**config.mk**
```make
export PLATFORM = sky130hd
export DESIGN_NAME = qfr_edge
export DESIGN_NICKNAME = d
export VERILOG_FILES = /design/src/hdl/assert_macros.svh /design/src/hdl/qfr_pkg.sv /design/src/hdl/qfr_edge.sv
export SDC_FILE = /design/constraint.sdc
export NUM_CORES = 1
export LEC_CHECK = 0
export ABC_AREA = 1
export ABC_CLOCK_PERIOD_IN_PS = 6350
export BUFFER_PORTS_ARGS = -buffer_cell sky130_fd_sc_hd__buf_2
export CAP_MARGIN = 20
export CORE_AREA = 2 2 200 281
export DETAILED_ROUTE_END_ITERATION = 8
export DIE_AREA = 0 0 202 283
export PLACE_DENSITY = 0.46
export SETUP_SLACK_MARGIN = 0.2
export SYNTH_ARGS = -nofsm -noshare
export SYNTH_HDL_FRONTEND = slang
export SYNTH_SLANG_ARGS = --single-unit
export TNS_END_PERCENT = 1
```
**constraint.sdc**
```tcl
create_clock -name vclk -period 6.35
set_input_delay 0.3175 -clock vclk [all_inputs]
set_output_delay 0.3175 -clock vclk [all_outputs]
set_load 0.1 [all_outputs]
```
**src/hdl/assert_macros.svh**
```systemverilog
// Assertion macros shared by the RTL of the fill-ratio checker.
// Define ASSERT_OFF to compile every check out.
`ifndef ASSERT_MACROS_SVH
`define ASSERT_MACROS_SVH

`ifndef ASSERT_OFF
`define ASSERT_ALWAYS(label, clk, rst, cond) \
  label: assert property (@(posedge clk) disable iff (rst) (cond)) \
    else $error("%m: condition violated");
`define ASSERT_IMPLY(label, clk, rst, ante, cons) \
  label: assert property (@(posedge clk) disable iff (rst) (ante) |-> (cons)) \
    else $error("%m: implication violated");
`define ASSERT_NEXT(label, clk, rst, ante, cons) \
  label: assert property (@(posedge clk) disable iff (rst) (ante) |=> (cons)) \
    else $error("%m: next-cycle implication violated");
`else
`define ASSERT_ALWAYS(label, clk, rst, cond)
`define ASSERT_IMPLY(label, clk, rst, ante, cons)
`define ASSERT_NEXT(label, clk, rst, ante, cons)
`endif

`endif

```
**src/hdl/qfr_pkg.sv**
```systemverilog
// Package of the quadrilateral fill-ratio checker: widths, register codes,
// and the per-edge term passed from the edge units to the top level.
`default_nettype none

package qfr_pkg;

  localparam int COORD_BITS = 12;
  localparam int PIX_W      = 12;
  localparam int GRAY_W     = 8;
  localparam int VERT_W     = 24;
  localparam int PCT_W      = 7;
  localparam int CNT_W      = 25;
  localparam int NUM_EDGES  = 4;

  localparam int DIFF_W     = COORD_BITS + 1;
  localparam int EPROD_W    = 2 * DIFF_W;
  localparam int RATIO_W    = CNT_W + PCT_W;

  localparam int CFG_IDX_W  = 3;
  localparam int CFG_DATA_W = VERT_W;

  localparam logic [CFG_IDX_W-1:0] REG_VERTEX_A    = 3'd0;
  localparam logic [CFG_IDX_W-1:0] REG_VERTEX_B    = 3'd1;
  localparam logic [CFG_IDX_W-1:0] REG_VERTEX_C    = 3'd2;
  localparam logic [CFG_IDX_W-1:0] REG_VERTEX_D    = 3'd3;
  localparam logic [CFG_IDX_W-1:0] REG_GRAY_LOW    = 3'd4;
  localparam logic [CFG_IDX_W-1:0] REG_GRAY_HIGH   = 3'd5;
  localparam logic [CFG_IDX_W-1:0] REG_MIN_PERCENT = 3'd6;

  localparam logic [GRAY_W-1:0] GRAY_HIGH_RST = {GRAY_W{1'b1}};
  localparam logic [CNT_W-1:0]  CNT_MAX       = {CNT_W{1'b1}};
  localparam logic [PCT_W-1:0]  PERCENT_FULL  = 7'd100;

  // One edge against one pixel row: active when the edge is not horizontal and
  // the row lies in its closed y range; lhs/rhs are the two cross-product halves.
  typedef struct packed {
    logic                      active;
    logic                      dy_pos;
    logic signed [EPROD_W-1:0] lhs;
    logic signed [EPROD_W-1:0] rhs;
  } edge_term_t;

endpackage

`default_nettype wire

```
**src/hdl/qfr_edge.sv**
```systemverilog
// Ray-crossing terms of one quadrilateral edge for one pixel: y-range check
// and the two exact cross-product halves. Depends on qfr_pkg.
`default_nettype none

module qfr_edge (
  input  wire logic [qfr_pkg::COORD_BITS-1:0] xs,
  input  wire logic [qfr_pkg::COORD_BITS-1:0] ys,
  input  wire logic [qfr_pkg::COORD_BITS-1:0] xe,
  input  wire logic [qfr_pkg::COORD_BITS-1:0] ye,
  input  wire logic [qfr_pkg::COORD_BITS-1:0] px,
  input  wire logic [qfr_pkg::COORD_BITS-1:0] py,
  output qfr_pkg::edge_term_t                 term
);
  import qfr_pkg::*;

  logic signed [DIFF_W-1:0]     dy;
  logic signed [DIFF_W-1:0]     dx;
  logic signed [DIFF_W-1:0]     rel_y;
  logic signed [DIFF_W-1:0]     rel_x;
  logic [COORD_BITS-1:0]        y_lo;
  logic [COORD_BITS-1:0]        y_hi;

  assign dy    = $signed({1'b0, ye}) - $signed({1'b0, ys});
  assign dx    = $signed({1'b0, xe}) - $signed({1'b0, xs});
  assign rel_y = $signed({1'b0, py}) - $signed({1'b0, ys});
  assign rel_x = $signed({1'b0, px}) - $signed({1'b0, xs});

  assign y_lo = (ys < ye) ? ys : ye;
  assign y_hi = (ys < ye) ? ye : ys;

  always_comb begin
    term.active = (dy != '0) && (py >= y_lo) && (py <= y_hi);
    term.dy_pos = !dy[DIFF_W-1];
    term.lhs    = EPROD_W'(rel_y) * EPROD_W'(dx);
    term.rhs    = EPROD_W'(rel_x) * EPROD_W'(dy);
  end

endmodule

`default_nettype wire

```
==> flow_summary.rst, run 1 <==
.. list-table::
   :header-rows: 1

   * - Metric
     - Value
   * - Worst-case headroom to the max-slew limit
     - 0.536
   * - Total I/O pin count
     - 126
   * - RSZ-0062 raised after global routing
     - true
   * - Final min period
     - 6960 ps
   * - Final wirelength
     - 55,600 um
   * - Worst path slowest cell
     - sky130_fd_sc_hd__fa_1
   * - Critical path arrival
     - 6640 ps
   * - Placeable core region
     - 0.0548 sq mm
   * - Number of instances in the synthesized netlist
     - approximately 2,100
   * - Worst Setup Start Kind
     - input port
   * - Peak Freq
     - 0.144 GHz
   * - Setup WS post-layout
     - -606 ps
   * - DR pass1 iterations
     - 5
   * - Slew Limit Fails
     - 0
   * - Worst hold-check slack
     - ~1400 ps
   * - Port Buffers
     - 126
   * - Type of the tightest min-delay check
     - in -> out
   * - Post-Syn Area
     - between 0.015 and 0.02 sq mm
   * - Clock buf count
     - 0
   * - Y dimension of the die
     - 283 um
   * - Final Hold Viols
     - 0
   * - CTS hold repair buffers
     - 0
   * - Number of violations of the max-capacitance limit
     - 0
   * - Final period utilization
     - 1.10
   * - Number of nets with antenna violations after detailed routing
     - 0
   * - Overflow after GRT
     - 0
   * - Starting DRC count in detailed routing
     - roughly 430
   * - Global-route wire length before repair
     - 89,500 um
   * - Routed wirelength normalized by instance count
     - 16.1 um
   * - Via count normalized by instance count
     - 4.52
   * - Area of the die
     - 0.0572 sq mm
   * - Largest net degree at the start of global routing
     - 28
   * - Count of placed standard cells including taps
     - about 3,400
   * - Data required time at the worst endpoint
     - 6030 ps
   * - Total DRC errors in the routed layout
     - 0
   * - Number of antenna violations at the first check in global routing
     - 0
   * - Final GP Congestion
     - 0.957
   * - Stage delay of the slowest cell on the critical path
     - 530 ps
   * - Sequential cell area
     - 0 sq um
   * - Mean cell area of the mapped netlist
     - roughly 7.6 sq um
   * - Actual slew at the worst max-slew pin
     - slightly below 700 ps
   * - Via count of the first global-routing pass
     - 17,571
   * - Failing checks
     - negative setup slack
   * - Number of nets in the layout
     - roughly 3,300
   * - Die Span X
     - 202 um
   * - Most used cell, CP
     - sky130_fd_sc_hd__fa_1
   * - Syn nets
     - approximately 2,700
   * - Standard-cell row count
     - roughly 100
   * - Diode count
     - 0
   * - Via count
     - ~16,000
   * - Result of the run
     - finished, violations left
   * - Relative area change from synthesis to final layout
     - 47.8%
   * - Cell variety after synth
     - 41
   * - Global-route usage over all layers
     - 0.198
   * - Total of endpoints with negative setup slack in the final report
     - 32
   * - Sequential cell count
     - 0
   * - Critical path start-end classification
     - in -> out
   * - Fin cells
     - around 3,400
   * - Warnings, synthesis
     - 0
   * - Layout cells sized above 1
     - 0.339
   * - Post-route cell area
     - 0.0240 sq mm
   * - Largest fanout of any net on the critical path
     - 4
   * - Initial Util
     - 0.296
   * - Sum of net half-perimeters after detailed placement
     - between 50,000 and 60,000 um
   * - Kind of end point of the critical path
     - output pin
   * - Placement Cell Area
     - 0.0225 sq mm
   * - Part of the Yosys area used for sequential elements
     - 0
[layer usage]
layer / GRT usage / share of wire / vias to the layer above
met5: 0 / 0 / -
li1: - / - / 7545
met1: 0.195 / 0.34 / 7577
met3: 0.00368 / 0.021 / 138
met4: 0.0956 / 0.062 / 0
met2: 0.415 / 0.58 / 295
[worst max-delay path, delay by kind of cell]
kind | cells | cell delay, ps
AOI/OAI and AO/OA | 2 | 240
buffers and inverters | 8 | 860
adders and majority gates | 9 | 3770
and+or+nand+nor | 11 | 1100
xor gates and xnor gates | 2 | 340
[path summary, 6_finish.rpt]
path	start	endpoint	depth (start not counted)
setup / recovery	xs[0]	term[21]	32
hold / removal	xe[0]	term[26]	6
[cell families (layout without fill, tap and decap cells)]
group,after synthesis,in the layout,share of synthesized area
xor+xnor,66,66,0.0389
fa+ha+maj,534,534,0.565
simple gates,806,806,0.203
compound gates,174,174,0.0604
buf+inv,562,1135,0.133
[per-stage QoR]
stage	worst slack (ps)	util	setup TNS, ps
2_1_floorplan	-484	-	-12120
3_3_place_gp	-1030	0.411	-25040
3_5_place_dp	-1070	0.411	-25760
4_1_cts	-611	0.431	-14450
5_1_grt	-876	0.437	-22470
6_report	-606	0.437	-13210
[placed cells by master, fill, tap and decap left out, drive strengths merged]
| cell | count |
|---|---|
| o21ai | 52 |
| nand3 | 64 |
| a31oi | 5 |
| ha | 204 |
| xor2 | 38 |
| a21oi | 97 |
| xnor2 | 28 |
| clkinv | 1 |
| o21a | 2 |
| nand2 | 452 |
| inv | 528 |
| nand3b | 4 |
| a21boi | 2 |
| o21ba | 1 |
| a211oi | 2 |
| fa | 330 |
| o211ai | 1 |
| buf | 605 |
| a21o | 6 |
| nand4 | 23 |
| nor4 | 3 |
| nor3 | 19 |
| clkbuf | 1 |
| o21bai | 6 |
| and2 | 4 |
| nand2b | 1 |
| nor2 | 226 |
| or2 | 10 |
[synth_stat cells]
| cell type | instances | area (sq um) |
|---|---|---|
| sky130_fd_sc_hd__clkbuf_1 | 20 | 75.1 |
| sky130_fd_sc_hd__inv_2 | 5 | 18.8 |
| sky130_fd_sc_hd__a21boi_0 | 1 | 7.51 |
| sky130_fd_sc_hd__inv_1 | 522 | 1960 |
| sky130_fd_sc_hd__clkinv_1 | 2 | 7.51 |
| sky130_fd_sc_hd__xor2_2 | 5 | 81.3 |
| sky130_fd_sc_hd__o21ba_2 | 1 | 10.0 |
| sky130_fd_sc_hd__nand3_1 | 62 | 310 |
| sky130_fd_sc_hd__buf_2 | 8 | 40.0 |
| sky130_fd_sc_hd__o21ai_1 | 11 | 55.1 |
| sky130_fd_sc_hd__or2_1 | 1 | 6.26 |
| sky130_fd_sc_hd__a21oi_2 | 12 | 105 |
| sky130_fd_sc_hd__nand3_2 | 2 | 20.0 |
| sky130_fd_sc_hd__ha_1 | 204 | 2550 |
| sky130_fd_sc_hd__a21oi_1 | 85 | 425 |
| sky130_fd_sc_hd__and2_1 | 4 | 25.0 |
| sky130_fd_sc_hd__buf_6 | 4 | 45.0 |
| sky130_fd_sc_hd__xnor2_1 | 26 | 228 |
| sky130_fd_sc_hd__o21a_1 | 2 | 15.0 |
| sky130_fd_sc_hd__nor2_1 | 226 | 848 |
| sky130_fd_sc_hd__o21bai_1 | 6 | 45.0 |
| sky130_fd_sc_hd__fa_1 | 330 | 6610 |
| sky130_fd_sc_hd__nor3_1 | 16 | 80.1 |
| sky130_fd_sc_hd__a31oi_1 | 5 | 31.3 |
| sky130_fd_sc_hd__a21boi_2 | 1 | 11.3 |
| sky130_fd_sc_hd__nand3b_1 | 4 | 30.0 |
| sky130_fd_sc_hd__nand2_2 | 4 | 25.0 |
| sky130_fd_sc_hd__nand2_1 | 447 | 1680 |
| sky130_fd_sc_hd__a21o_1 | 6 | 45.0 |
| sky130_fd_sc_hd__nor4_1 | 3 | 18.8 |
| sky130_fd_sc_hd__nand2_4 | 1 | 11.3 |
| sky130_fd_sc_hd__xnor2_2 | 2 | 32.5 |
| sky130_fd_sc_hd__o211ai_1 | 1 | 7.51 |
| sky130_fd_sc_hd__o21ai_0 | 41 | 205 |
| sky130_fd_sc_hd__clkbuf_2 | 1 | 5.00 |
| sky130_fd_sc_hd__nand4_1 | 23 | 144 |
| sky130_fd_sc_hd__xor2_1 | 33 | 289 |
| sky130_fd_sc_hd__a211oi_1 | 2 | 15.0 |
| sky130_fd_sc_hd__or2_2 | 9 | 56.3 |
| sky130_fd_sc_hd__nand2b_1 | 1 | 6.26 |
| sky130_fd_sc_hd__nor3_2 | 3 | 30.0 |
[timing repair]
item,4_1_cts,5_1_grt
endpoints found under the setup margin,38,38
buffers inserted,13,4
resized for setup,199,65
pin swaps,79,30
[layout make-up]
class                           instances  area (sq um)
Inverter                              529          1990
Fill cell                            5573         30800
Tap cell                              728           911
Multi-Input combinational cell       1580         16000
Timing Repair Buffer                  606          5030
Power of run 1 is left out: the tool's default activity adds up to more than one toggle a clock period on the data nets, which glitch-free logic cannot reach.
==> run 2, diff against run 1 <==
--- a/config.mk
+++ b/config.mk
@@ -13,7 +13,7 @@
 export DETAILED_ROUTE_END_ITERATION = 8
 export DIE_AREA = 0 0 202 283
 export PLACE_DENSITY = 0.46
-export SETUP_SLACK_MARGIN = 0.2
+export SETUP_SLACK_MARGIN = 0.15
 export SYNTH_ARGS = -nofsm -noshare
 export SYNTH_HDL_FRONTEND = slang
 export SYNTH_SLANG_ARGS = --single-unit
==> run 2 against run 1 <==
  * The run still ends with negative setup slack left
  * Critical path depth did not move
  * Via count fell by 0.17%
  * Highest routed layer unchanged
  * Sequential share of layout area did not move
  * Final cell count did not move
  * Non-clock buffer count did not move
  * First-iteration DRC count rose by 10%
  * Wire length fell by 0.17%
  * Worst hold slack barely moved
  * Global-route usage barely moved
  * Setup slack improved by 0.95 ps
==> flow_summary.rst, run 2 (synthesis results as in run 1) <==
.. list-table::
   :header-rows: 1

   * - Metric
     - Value
   * - Final min period
     - 6960 ps (-0.952 ps)
   * - Final Hold Viols
     - 0 (unchanged)
   * - Data required time at the worst endpoint
     - 6030 ps (about the same)
   * - RSZ-0062 raised after global routing
     - true
   * - Global-route usage over all layers
     - 0.198 (about the same)
   * - Number of antenna violations at the first check in global routing
     - 0 (unchanged)
   * - Via count normalized by instance count
     - 4.51 (-0.17%)
   * - Largest net degree at the start of global routing
     - 28 (unchanged)
   * - Port Buffers
     - 126 (unchanged)
   * - Critical path arrival
     - 6640 ps (about the same)
   * - Standard-cell row count
     - 102 (unchanged)
   * - Initial Util
     - 0.296 (unchanged)
   * - Setup TNS Final
     - -13,480 ps (-268 ps)
   * - Sum of net half-perimeters after detailed placement
     - 51,300 um (unchanged)
   * - Stage delay of the slowest cell on the critical path
     - 530 ps (about the same)
   * - Crit path buf inv count
     - 8 (unchanged)
   * - Result of the run
     - finished, violations left
   * - Final period utilization
     - 1.10 (about the same)
   * - Area of the multi-input gates
     - 0.0159 sq mm (-0.59%)
   * - Setup WS post-layout
     - -605 ps (+0.952 ps)
   * - Cell family with most CP delay
     - adder cells
   * - Peak Freq
     - 0.144 GHz (about the same)
   * - Placement-stage worst setup slack
     - -1070 ps (unchanged)
   * - Sequential cell area
     - 0 sq um (unchanged)
   * - Number of violations of the max-capacitance limit
     - 0 (unchanged)
   * - Sequential cell count
     - 0 (unchanged)
   * - Number of nets in the layout
     - 3,323 (unchanged)
   * - Y dimension of the die
     - 283 um (unchanged)
   * - Relative area change from synthesis to final layout
     - 47.2%
   * - Worst path slowest cell
     - sky130_fd_sc_hd__fa_1
   * - Actual slew at the worst max-slew pin
     - 695 ps (unchanged)
   * - Die Span X
     - 202 um (unchanged)
   * - Most used cells in the layout excluding fill and tap cells
     - 498 x sky130_fd_sc_hd__inv_1, 455 x sky130_fd_sc_hd__buf_4, 410 x sky130_fd_sc_hd__nand2_1
   * - Most used cell, CP
     - sky130_fd_sc_hd__fa_1
   * - Routed wirelength normalized by instance count
     - 16.1 um (-0.17%)
   * - Via count of the first global-routing pass
     - 17,559 (-0.068%)
   * - Worst-case headroom to the max-slew limit
     - 0.536 (unchanged)
   * - Global-route wire length before repair
     - 89,400 um (about the same)
   * - Total I/O pin count
     - 126 (unchanged)
   * - Critical path start-end classification
     - in -> out
   * - Area of the die
     - 0.0572 sq mm (unchanged)
   * - Count of filler cells inserted in the layout
     - 5,591 (+0.32%)
   * - Total of endpoints with negative setup slack in the final report
     - 32 (unchanged)
   * - Overflow after GRT
     - 0 (unchanged)
   * - Post-layout utilization of the core
     - 0.436 (-0.00178)
   * - Largest fanout of any net on the critical path
     - 4 (unchanged)
   * - Slew Limit Fails
     - 0 (unchanged)
   * - Diode count
     - 0 (unchanged)
   * - Final GP Congestion
     - 0.957 (unchanged)
   * - Kind of end point of the critical path
     - output pin
   * - Total DRC errors in the routed layout
     - 0 (unchanged)
   * - Clock buf count
     - 0 (unchanged)
   * - Most common cell after layout, fill and taps aside
     - sky130_fd_sc_hd__inv_1
   * - Worst Setup Start Kind
     - input port
   * - Failing checks
     - negative setup slack
   * - Via count
     - 15,529 (-0.17%)
   * - CTS hold repair buffers
     - 0 (unchanged)
   * - DR pass1 iterations
     - 5 (unchanged)
   * - Placeable core region
     - 0.0548 sq mm (unchanged)
   * - Starting DRC count in detailed routing
     - 474 (+10%)
   * - Final wirelength
     - 55,500 um (-0.17%)
   * - Type of the tightest min-delay check
     - in -> out
   * - Layout cells sized above 1
     - 0.335 (-0.00368)
   * - Number of nets with antenna violations after detailed routing
     - 0 (unchanged)
## run 2: worst paths after layout
path	from	end	slack, ps	depth (start not counted)
min	xe[0]	term[26]	1420	6
max	xs[0]	term[21]	-610	32
## run 2: stage by stage
stage	cell area [sq um]	hold slack, ps	instances
6_report	23900	1420	3443
5_1_grt	23900	1470	3443
4_1_cts	23600	1440	3439
3_5_place_dp	22500	1440	3426
3_3_place_gp	22500	1460	3426
2_1_floorplan	17000	1260	2142
## run 2: area by class of cell
cell class | count | area share
well taps | 728 | 0.0382
multi-input cells | 1580 | 0.668
repair buffers | 606 | 0.211
inverters | 529 | 0.0836
## run 2: repair_timing
item,4_1_cts,5_1_grt
pin swaps,77,25
buffers inserted,13,4
gates resized for setup,195,54
endpoints found under the setup margin,37,38
## run 2: tightest hold or removal path, cell delays in order
cell                     delay, ps
sky130_fd_sc_hd__buf_2         100
sky130_fd_sc_hd__inv_1          80
sky130_fd_sc_hd__ha_4          140
sky130_fd_sc_hd__buf_4         140
sky130_fd_sc_hd__nor2_1         40
sky130_fd_sc_hd__buf_2         280
## run 2: metal layers
| layer | GRT usage | part of all wire | up-vias |
|---|---|---|---|
| li1 | - | - | 7548 |
| met4 | 0.0949 | 0.061 | 0 |
| met5 | 0 | 0 | - |
| met3 | 0.00357 | 0.021 | 121 |
| met2 | 0.415 | 0.58 | 279 |
| met1 | 0.195 | 0.34 | 7581 |
Power of run 2 is left out for the same reason.
